`src/hw/rtl/infix_to_postfix_converter_defines.svh`:
```
// assertion macros for the infix to postfix converter
`ifndef INFIX_TO_POSTFIX_CONVERTER_DEFINES_SVH
`define INFIX_TO_POSTFIX_CONVERTER_DEFINES_SVH

// same-cycle implication, checked outside reset
`define ITP_ASSERT_IMPL(label, clk, rst_n, ante, cons, msg) \
	label: assert property (@(posedge clk) disable iff (!rst_n) (ante) |-> (cons)) \
		else $error(msg);

// next-cycle implication, checked outside reset
`define ITP_ASSERT_NEXT(label, clk, rst_n, ante, cons, msg) \
	label: assert property (@(posedge clk) disable iff (!rst_n) (ante) |=> (cons)) \
		else $error(msg);

`endif

```
`src/hw/rtl/itp_pkg.sv`:
```
// shared types, constants and operator tables of the infix to postfix converter
package itp_pkg;

	localparam int STACK_DEPTH = 32;
	localparam int CNT_W       = $clog2(STACK_DEPTH + 1);
	localparam int IDX_W       = $clog2(STACK_DEPTH);

	typedef logic [2:0] op_t;

	localparam op_t OP_OPEN  = 3'd0;
	localparam op_t OP_PLUS  = 3'd1;
	localparam op_t OP_MINUS = 3'd2;
	localparam op_t OP_MUL   = 3'd3;
	localparam op_t OP_DIV   = 3'd4;
	localparam op_t OP_POW   = 3'd5;
	localparam op_t OP_NONE  = 3'd7;

	localparam logic [7:0] CH_OPEN  = 8'h28;
	localparam logic [7:0] CH_CLOSE = 8'h29;
	localparam logic [7:0] CH_PLUS  = 8'h2b;
	localparam logic [7:0] CH_MINUS = 8'h2d;
	localparam logic [7:0] CH_MUL   = 8'h2a;
	localparam logic [7:0] CH_DIV   = 8'h2f;
	localparam logic [7:0] CH_POW   = 8'h5e;

	// micro-operations of one step, applied when the step's jump is not taken and the step is not held
	typedef struct packed {
		logic load;
		logic emit_top;
		logic emit_sym;
		logic emit_err;
		logic pop;
		logic push;
		logic finish;
	} act_t;

	localparam act_t ACT_NONE     = '0;
	localparam act_t ACT_LOAD     = '{load: 1'b1, default: 1'b0};
	localparam act_t ACT_EMIT_TOP = '{emit_top: 1'b1, default: 1'b0};
	localparam act_t ACT_EMIT_SYM = '{emit_sym: 1'b1, default: 1'b0};
	localparam act_t ACT_EMIT_ERR = '{emit_err: 1'b1, default: 1'b0};
	localparam act_t ACT_POP      = '{pop: 1'b1, default: 1'b0};
	localparam act_t ACT_PUSH     = '{push: 1'b1, default: 1'b0};
	localparam act_t ACT_FINISH   = '{finish: 1'b1, default: 1'b0};

	// datapath flags tested by the sequencer
	typedef struct packed {
		logic end_f;
		logic close_f;
		logic opnd_f;
		logic open_f;
		logic nopop_f;
		logic full_f;
		logic empty_f;
		logic stopcl_f;
		logic out_blocked;
	} status_t;

	function automatic op_t code_of(logic [7:0] c);
		op_t r;
		unique case (c)
			CH_OPEN:  r = OP_OPEN;
			CH_PLUS:  r = OP_PLUS;
			CH_MINUS: r = OP_MINUS;
			CH_MUL:   r = OP_MUL;
			CH_DIV:   r = OP_DIV;
			CH_POW:   r = OP_POW;
			default:  r = OP_NONE;
		endcase
		return r;
	endfunction

	function automatic logic [1:0] prio_of(op_t op);
		logic [1:0] r;
		unique case (op) inside
			OP_PLUS, OP_MINUS: r = 2'd1;
			OP_MUL, OP_DIV:    r = 2'd2;
			OP_POW:            r = 2'd3;
			default:           r = 2'd0;
		endcase
		return r;
	endfunction

	function automatic logic [7:0] char_of(op_t op);
		logic [7:0] r;
		unique case (op)
			OP_OPEN:  r = CH_OPEN;
			OP_PLUS:  r = CH_PLUS;
			OP_MINUS: r = CH_MINUS;
			OP_MUL:   r = CH_MUL;
			OP_DIV:   r = CH_DIV;
			OP_POW:   r = CH_POW;
			default:  r = 8'h00;
		endcase
		return r;
	endfunction

endpackage

```
`src/hw/rtl/itp_seq.sv`:
```
// microcode table and step counter of the converter
module itp_seq (
	input  logic              clk,
	input  logic              arst_n,
	input  logic              in_valid,
	input  itp_pkg::status_t  status,
	output logic              load_step,
	output itp_pkg::act_t     act
);

	typedef logic [3:0] upc_t;

	localparam logic [3:0] C_NEVER  = 4'd0;
	localparam logic [3:0] C_NOIN   = 4'd1;
	localparam logic [3:0] C_END    = 4'd2;
	localparam logic [3:0] C_CLOSE  = 4'd3;
	localparam logic [3:0] C_OPND   = 4'd4;
	localparam logic [3:0] C_OPEN   = 4'd5;
	localparam logic [3:0] C_NOPOP  = 4'd6;
	localparam logic [3:0] C_FULL   = 4'd7;
	localparam logic [3:0] C_EMPTY  = 4'd8;
	localparam logic [3:0] C_STOPCL = 4'd9;

	localparam upc_t S_IDLE    = 4'd0;
	localparam upc_t S_ISEND   = 4'd1;
	localparam upc_t S_ISCLOSE = 4'd2;
	localparam upc_t S_ISOPND  = 4'd3;
	localparam upc_t S_ISOPEN  = 4'd4;
	localparam upc_t S_OPLOOP  = 4'd5;
	localparam upc_t S_PUSHCHK = 4'd6;
	localparam upc_t S_ERR     = 4'd7;
	localparam upc_t S_FLUSH   = 4'd8;
	localparam upc_t S_CLOSE   = 4'd9;
	localparam upc_t S_CLCHK   = 4'd10;
	localparam upc_t S_OPND    = 4'd11;
	localparam upc_t S_FIN     = 4'd12;

	typedef struct packed {
		logic [3:0]     cond;
		upc_t           target;
		upc_t           nxt;
		itp_pkg::act_t  act;
	} uword_t;

	function automatic uword_t uw(logic [3:0] c, upc_t t, upc_t n, itp_pkg::act_t a);
		uword_t w;
		w.cond   = c;
		w.target = t;
		w.nxt    = n;
		w.act    = a;
		return w;
	endfunction

	upc_t   upc_q;
	uword_t word;
	logic   cond_hit;
	logic   needs_out;
	logic   hold;

	// control store
	always_comb begin
		unique case (upc_q)
			S_IDLE:    word = uw(C_NOIN,   S_IDLE,    S_ISEND,   itp_pkg::ACT_LOAD);
			S_ISEND:   word = uw(C_END,    S_FLUSH,   S_ISCLOSE, itp_pkg::ACT_NONE);
			S_ISCLOSE: word = uw(C_CLOSE,  S_CLOSE,   S_ISOPND,  itp_pkg::ACT_NONE);
			S_ISOPND:  word = uw(C_OPND,   S_OPND,    S_ISOPEN,  itp_pkg::ACT_NONE);
			S_ISOPEN:  word = uw(C_OPEN,   S_PUSHCHK, S_OPLOOP,  itp_pkg::ACT_NONE);
			S_OPLOOP:  word = uw(C_NOPOP,  S_PUSHCHK, S_OPLOOP,
				itp_pkg::act_t'(itp_pkg::ACT_EMIT_TOP | itp_pkg::ACT_POP));
			S_PUSHCHK: word = uw(C_FULL,   S_ERR,     S_FIN,     itp_pkg::ACT_PUSH);
			S_ERR:     word = uw(C_NEVER,  S_IDLE,    S_FIN,     itp_pkg::ACT_EMIT_ERR);
			S_FLUSH:   word = uw(C_EMPTY,  S_FIN,     S_FLUSH,
				itp_pkg::act_t'(itp_pkg::ACT_EMIT_TOP | itp_pkg::ACT_POP));
			S_CLOSE:   word = uw(C_STOPCL, S_CLCHK,   S_CLOSE,
				itp_pkg::act_t'(itp_pkg::ACT_EMIT_TOP | itp_pkg::ACT_POP));
			S_CLCHK:   word = uw(C_EMPTY,  S_ERR,     S_FIN,     itp_pkg::ACT_POP);
			S_OPND:    word = uw(C_NEVER,  S_IDLE,    S_FIN,     itp_pkg::ACT_EMIT_SYM);
			S_FIN:     word = uw(C_NEVER,  S_IDLE,    S_IDLE,    itp_pkg::ACT_FINISH);
			default:   word = uw(C_NEVER,  S_IDLE,    S_IDLE,    itp_pkg::ACT_NONE);
		endcase
	end

	// condition select
	always_comb begin
		unique case (word.cond)
			C_NOIN:   cond_hit = !in_valid;
			C_END:    cond_hit = status.end_f;
			C_CLOSE:  cond_hit = status.close_f;
			C_OPND:   cond_hit = status.opnd_f;
			C_OPEN:   cond_hit = status.open_f;
			C_NOPOP:  cond_hit = status.nopop_f;
			C_FULL:   cond_hit = status.full_f;
			C_EMPTY:  cond_hit = status.empty_f;
			C_STOPCL: cond_hit = status.stopcl_f;
			default:  cond_hit = 1'b0;
		endcase
	end

	assign needs_out = word.act.emit_top | word.act.emit_sym | word.act.emit_err
		| word.act.finish;
	assign hold      = !cond_hit && needs_out && status.out_blocked;
	assign load_step = word.act.load;
	assign act       = (cond_hit || hold) ? itp_pkg::ACT_NONE : word.act;

	always_ff @(posedge clk or negedge arst_n) begin
		if (!arst_n) begin
			upc_q <= S_IDLE;
		end else if (cond_hit) begin
			upc_q <= word.target;
		end else if (!hold) begin
			upc_q <= word.nxt;
		end
	end

endmodule

```
`src/hw/rtl/itp_dp.sv`:
```
// operator stack, input latch, pending result and output register
module itp_dp (
	input  logic              clk,
	input  logic              arst_n,
	input  itp_pkg::act_t     act,
	input  logic [7:0]        symbol,
	input  logic              end_of_expression,
	input  logic              out_stall,
	output itp_pkg::status_t  status,
	output logic              out_valid,
	output logic [7:0]        out_symbol,
	output logic              last_of_run,
	output logic              error_flag
);

	itp_pkg::op_t                  stack_q [itp_pkg::STACK_DEPTH];
	logic [itp_pkg::CNT_W-1:0]     cnt_q;
	logic [7:0]                    sym_q;
	logic                          end_q;
	logic                          pend_v_q;
	logic [7:0]                    pend_sym_q;
	logic                          pend_err_q;
	logic                          out_v_q;
	logic [7:0]                    out_sym_q;
	logic                          out_last_q;
	logic                          out_err_q;

	itp_pkg::op_t                  in_code;
	itp_pkg::op_t                  top;
	logic [itp_pkg::IDX_W-1:0]     top_idx;
	logic                          empty;
	logic                          emit;
	logic [7:0]                    emit_sym;
	logic                          move_out;

	assign in_code = itp_pkg::code_of(sym_q);
	assign top_idx = itp_pkg::IDX_W'(cnt_q - itp_pkg::CNT_W'(1));
	assign top     = stack_q[top_idx];
	assign empty   = (cnt_q == '0);

	assign status.end_f       = end_q;
	assign status.close_f     = (sym_q == itp_pkg::CH_CLOSE);
	assign status.opnd_f      = (in_code == itp_pkg::OP_NONE);
	assign status.open_f      = (in_code == itp_pkg::OP_OPEN);
	assign status.nopop_f     = empty || (itp_pkg::prio_of(top) < itp_pkg::prio_of(in_code));
	assign status.full_f      = (cnt_q == itp_pkg::CNT_W'(itp_pkg::STACK_DEPTH));
	assign status.empty_f     = empty;
	assign status.stopcl_f    = empty || (top == itp_pkg::OP_OPEN);
	assign status.out_blocked = pend_v_q && out_v_q && out_stall;

	assign emit     = act.emit_top | act.emit_sym | act.emit_err;
	assign emit_sym = act.emit_top ? itp_pkg::char_of(top) :
		(act.emit_sym ? sym_q : 8'h00);
	assign move_out = pend_v_q && (emit || act.finish);

	always_ff @(posedge clk) begin
		if (act.load) begin
			sym_q <= symbol;
			end_q <= end_of_expression;
		end
		if (act.push) begin
			stack_q[cnt_q[itp_pkg::IDX_W-1:0]] <= in_code;
		end
		if (emit) begin
			pend_sym_q <= emit_sym;
			pend_err_q <= act.emit_err;
		end
		if (move_out) begin
			out_sym_q  <= pend_sym_q;
			out_err_q  <= pend_err_q;
			out_last_q <= act.finish;
		end
	end

	always_ff @(posedge clk or negedge arst_n) begin
		if (!arst_n) begin
			cnt_q    <= '0;
			pend_v_q <= 1'b0;
			out_v_q  <= 1'b0;
		end else begin
			if (act.push) begin
				cnt_q <= cnt_q + itp_pkg::CNT_W'(1);
			end else if (act.pop) begin
				cnt_q <= cnt_q - itp_pkg::CNT_W'(1);
			end
			if (emit) begin
				pend_v_q <= 1'b1;
			end else if (act.finish) begin
				pend_v_q <= 1'b0;
			end
			if (move_out) begin
				out_v_q <= 1'b1;
			end else if (!out_stall) begin
				out_v_q <= 1'b0;
			end
		end
	end

	assign out_valid   = out_v_q;
	assign out_symbol  = out_sym_q;
	assign last_of_run = out_last_q;
	assign error_flag  = out_err_q;

endmodule

```
`src/hw/rtl/infix_to_postfix_converter.sv`:
```
// top level of the shunting-yard infix to postfix converter
//
//  channel | handshake            | payload
//  --------+----------------------+--------------------------------------------
//  in      | in_valid / in_stall  | symbol[7:0], end_of_expression
//  out     | out_valid/ out_stall | out_symbol[7:0], last_of_run, error_flag
//
// an item is taken only in the idle step, then dispatch steps, a pop loop that emits and pops,
// a push or error step and a step to close the run; every pop loop ends with a check step
// every result waits in a pending register until the next emit or finish, so last_of_run is known on the move out
// out_stall only freezes steps that need to move a result
// reset empties the stack and both result registers at once with no clearing pass
`include "infix_to_postfix_converter_defines.svh"

module infix_to_postfix_converter (
	input  logic        clk,
	input  logic        arst_n,
	input  logic        in_valid,
	output logic        in_stall,
	input  logic [7:0]  symbol,
	input  logic        end_of_expression,
	output logic        out_valid,
	input  logic        out_stall,
	output logic [7:0]  out_symbol,
	output logic        last_of_run,
	output logic        error_flag
);

	itp_pkg::status_t status;
	itp_pkg::act_t    act;
	logic             load_step;

	// sequencer: control store, condition select and step counter
	itp_seq u_seq (
		.clk       (clk),
		.arst_n    (arst_n),
		.in_valid  (in_valid),
		.status    (status),
		.load_step (load_step),
		.act       (act)
	);

	// datapath: stack, latched item, pending and output result
	itp_dp u_dp (
		.clk               (clk),
		.arst_n            (arst_n),
		.act               (act),
		.symbol            (symbol),
		.end_of_expression (end_of_expression),
		.out_stall         (out_stall),
		.status            (status),
		.out_valid         (out_valid),
		.out_symbol        (out_symbol),
		.last_of_run       (last_of_run),
		.error_flag        (error_flag)
	);

	// the input side is open only in the idle step
	assign in_stall = !load_step;

	// once an item is taken the sequencer leaves the idle step
	`ITP_ASSERT_NEXT(a_leave_idle, clk, arst_n, in_valid && !in_stall, in_stall, "idle held after item")

	// an error result always closes its run and carries a zero character
	`ITP_ASSERT_IMPL(a_err_last, clk, arst_n, out_valid && error_flag, last_of_run && (out_symbol == 8'h00), "bad error result")

	// a push is never issued onto a full stack
	`ITP_ASSERT_IMPL(a_no_ovf_push, clk, arst_n, act.push, !status.full_f, "push onto full stack")

endmodule

```
`config.mk`:
```
export PLATFORM = sky130hd
export DESIGN_NAME = infix_to_postfix_converter
export DESIGN_NICKNAME = d
export VERILOG_FILES = /design/src/hw/rtl/itp_pkg.sv /design/src/hw/rtl/itp_seq.sv /design/src/hw/rtl/itp_dp.sv /design/src/hw/rtl/infix_to_postfix_converter.sv
export VERILOG_INCLUDE_DIRS = /design/src /design/src/hw/rtl
export SDC_FILE = /design/constraint.sdc
export NUM_CORES = 1
export LEC_CHECK = 0
export ABC_AREA = 1
export CORE_MARGIN = 2
export CORE_UTILIZATION = 57
export DETAILED_ROUTE_END_ITERATION = 10
export DONT_BUFFER_PORTS = 1
export GPL_ROUTABILITY_DRIVEN = 0
export HOLD_SLACK_MARGIN = 0.02
export PLACE_DENSITY = 0.8
export SYNTH_ARGS = -nofsm -noshare
export SYNTH_HDL_FRONTEND = slang
export SYNTH_HIERARCHICAL = 1
export SYNTH_SLANG_ARGS = --single-unit
```
`constraint.sdc`:
```
create_clock -name clk -period 4.18 [get_ports clk]
set_input_delay 0.627 -clock clk [delete_from_list [all_inputs] [get_ports clk]]
set_output_delay 0.627 -clock clk [all_outputs]
set_load 0.05 [all_outputs]
```
==> flow_summary.ini <==
[global_route]
grt_pass1_wl_um = 24140
first_global_vias = 4929
antenna_found_initial = 0
grt_max_degree = 52
grtUsageTotal_pct = 24.74
overflow = 0

[synth]
syn_area_per_cell_sq_um = 10.24
synth_cells = 657
ys.warnings.count = 6
synthTopCellsByArea = edfxtp_1, nand2_1, nand3_1, dfrtp_1, nor2_1
synth_top_area_share_pct = 55.34
synth_edf_count = 124
syn_area_sq_um = 6729
syn_nets = 681
synth-seq-cells = 136
yosys.area.top_type = edfxtp_1
synthFlopType = edfxtp_1
async_reset_ff_share_pct = 8.824
ys_seq_area_share_pct = 59.80
synthDistinctLibCells = 41

[clock_network]
cts_sinks = 136
cts_tree = done
clock_latency_ps = 420
clk_path_buf_depth = 2
clk_pin_slew_ps = 60
cts_root_buffer = clkbuf_16
htree_num_levels = 4
cts_inserted_buffers = 17

[detailed_routing]
drt_pass1_iterations = 6
vias = 5357
viasPerCell = 6.400
drt_iter0_markers = 763
wire_per_inst_um = 21.12
wirelength_um = 17680
drc_errors = 0
ant_nets = 0

[die]
num_rows = 39
die_h_um = 112.7
core_sq_um = 11470
io-pin-count = 25
die_x_um = 112.7
start_util_pct = 58.68
die_area_sq_um = 12690

[final_layout]
diodes = 0
final_common_cell = nand2_1
layout_common_cells = nand2_1, edfxtp_1, nand3_1
drive_gt1_share_pct = 24.21
areaGrowthSynthToFinish_pct = 17.72
nets = 706

[status]
violations = setup timing
status = complete, but fails checks

[job]
maxCapViolCount = 0

[timing]
maxSlewHeadroom_pct = 21.50
hold_viol = 0
setup_viol = 29
worst_pin_slew_ps = 1175
drv_slew = 0
fin_worst_skew_ps = 9.004
fmax_ghz = 0.2351
period_share_pct = 101.8
post-route-min-period_ps = 4253
grt_setup_unrepaired = yes
holdWs_ps = 298.3
setup_slack_ps = -73.44

[setup_path]
crit_fanout = 7
cp_data_required_time_ps = 4490
worstPathArrival_ps = 4560
crit_path_end_kind = flip-flop
crit_path_start_kind = flip-flop
critPathKind = flip-flop to flip-flop

[min_path]
min_path_type = input port to flip-flop

[place]
port_buffers = 0
dpl.hpwl_um = 9499
registers in the layout, indices dropped and copies added (netlist names):
register,count
u_dp/stack_q,96
u_dp/out_symbol,8
u_dp/pend_sym_q,8
u_dp/sym_q,8
u_dp/cnt_q,6
u_seq/upc_q,4
u_dp/end_q,1
u_dp/error_flag,1
u_dp/last_of_run,1
u_dp/out_valid,1
u_dp/pend_err_q,1
u_dp/pend_v_q,1
cells by family (layout without fill, tap and decap cells):
kind of cell               after synthesis  after routing  synth area share (%)
adders and majority gates               11             11                 2.045
xor gates and xnor gates                 3              3                0.3906
and+or+nand+nor                        398            398                 29.04
buffers and inverters                   77            114                 5.876
DFF                                    136            136                 59.80
AOI/OAI and AO/OA                       32             32                 2.845
metal layers:
layer	routed length, um	GRT usage, %	up-vias
li1	-	-	2306
met1	6330	30.32	2478
met2	8356	40.88	440
met3	1808	6.425	133
met4	1182	12.20	0
met5	0	0	-
worst paths after layout:
check	cells past startpoint	end	from	slack, ps
setup / recovery	27	u_dp/cnt_q[5]$_DFFE_PN0P_	u_dp/cnt_q[0]$_DFFE_PN0P_	-70
hold / removal	0	u_dp/end_q$_DFFE_PP_	end_of_expression	300
setup reg to reg	27	u_dp/cnt_q[5]$_DFFE_PN0P_	u_dp/cnt_q[0]$_DFFE_PN0P_	-70
hold reg to reg	0	u_dp/out_symbol[6]$_DFFE_PP_	u_dp/pend_sym_q[6]$_DFFE_PP_	420
max in group asynchronous	1	u_dp/cnt_q[1]$_DFFE_PN0P_	arst_n	3150
min in group asynchronous	1	u_seq/upc_q[1]$_DFFE_PN0P_	arst_n	640
Yosys cell counts (3+ instances only):
| cell | n |
|---|---|
| nand2_1 | 176 |
| edfxtp_1 | 124 |
| nand3_1 | 96 |
| nor2_1 | 59 |
| inv_1 | 42 |
| nand2_2 | 14 |
| nand4_1 | 13 |
| o21ai_0 | 13 |
| dfrtp_1 | 12 |
| ha_1 | 11 |
| buf_2 | 9 |
| buf_4 | 8 |
| buf_6 | 8 |
| nor3_1 | 8 |
| a21oi_1 | 6 |
| inv_2 | 6 |
| nor2_4 | 5 |
| nor4_1 | 5 |
| nand2_4 | 3 |
| nand3_4 | 3 |
| nand4_4 | 3 |
| nor2_8 | 3 |
| nor3_2 | 3 |
| or2_2 | 3 |
final cells by class:
| cell class | count | area, sq um |
|---|---|---|
| Clock buffer | 21 | 440.4 |
| Clock inverter | 10 | 128.9 |
| Timing Repair Buffer | 31 | 337.8 |
| Sequential cell | 136 | 4024 |
| Tap cell | 143 | 178.9 |
| Multi-Input combinational cell | 444 | 2591 |
| Fill cell | 671 | 3546 |
| Inverter | 51 | 212.7 |
| Timing Repair inverter | 1 | 7.507 |
timing repair:
action,CTS,global route
pin swaps,1,17
setup buffers,3,15
setup endpoints to repair,108,128
endpoints found under the hold margin,12,0
hold buffers,1,0
gates resized for setup,7,95
gates cloned,0,3
through the flow:
stage	util, %	instance area, sq um	setup slack, ps	std cells	TNS, ps
CTS	64.64	7412	27.86	819	0
global route	69.08	7921	-233.8	837	-11200
finish	69.08	7921	-73.44	837	-950.0
global placement	59.16	6784	8.486	784	0
floorplan	-	6729	15.32	657	0
detailed placement	59.16	6784	-180.2	784	-9515
worst max-delay path, cell delays in order, from the launching register on:
cell and delay [ps]:
dfrtp_1 410, inv_4 90, ha_4 360, clkbuf_16 180, buf_8 120, nand3_1 110, nand3_1 110, nand3_1 70
nand2_1 90, nand2_2 80, nand2_4 140, nand2_2 90, nand2_2 80, nor2_1 40, ha_1 260, nand2_1 50
nand2_1 70, nand2_1 70, nand4_1 130, nand2_2 110, nor2_8 170, nand4_4 190, nor3_4 210, buf_4 160
inv_1 110, nor4_4 370, a21oi_2 110, xnor2_1 140
Power is left out: the tool's default activity adds up to more than one toggle a clock period on the data nets, which glitch-free logic cannot reach.
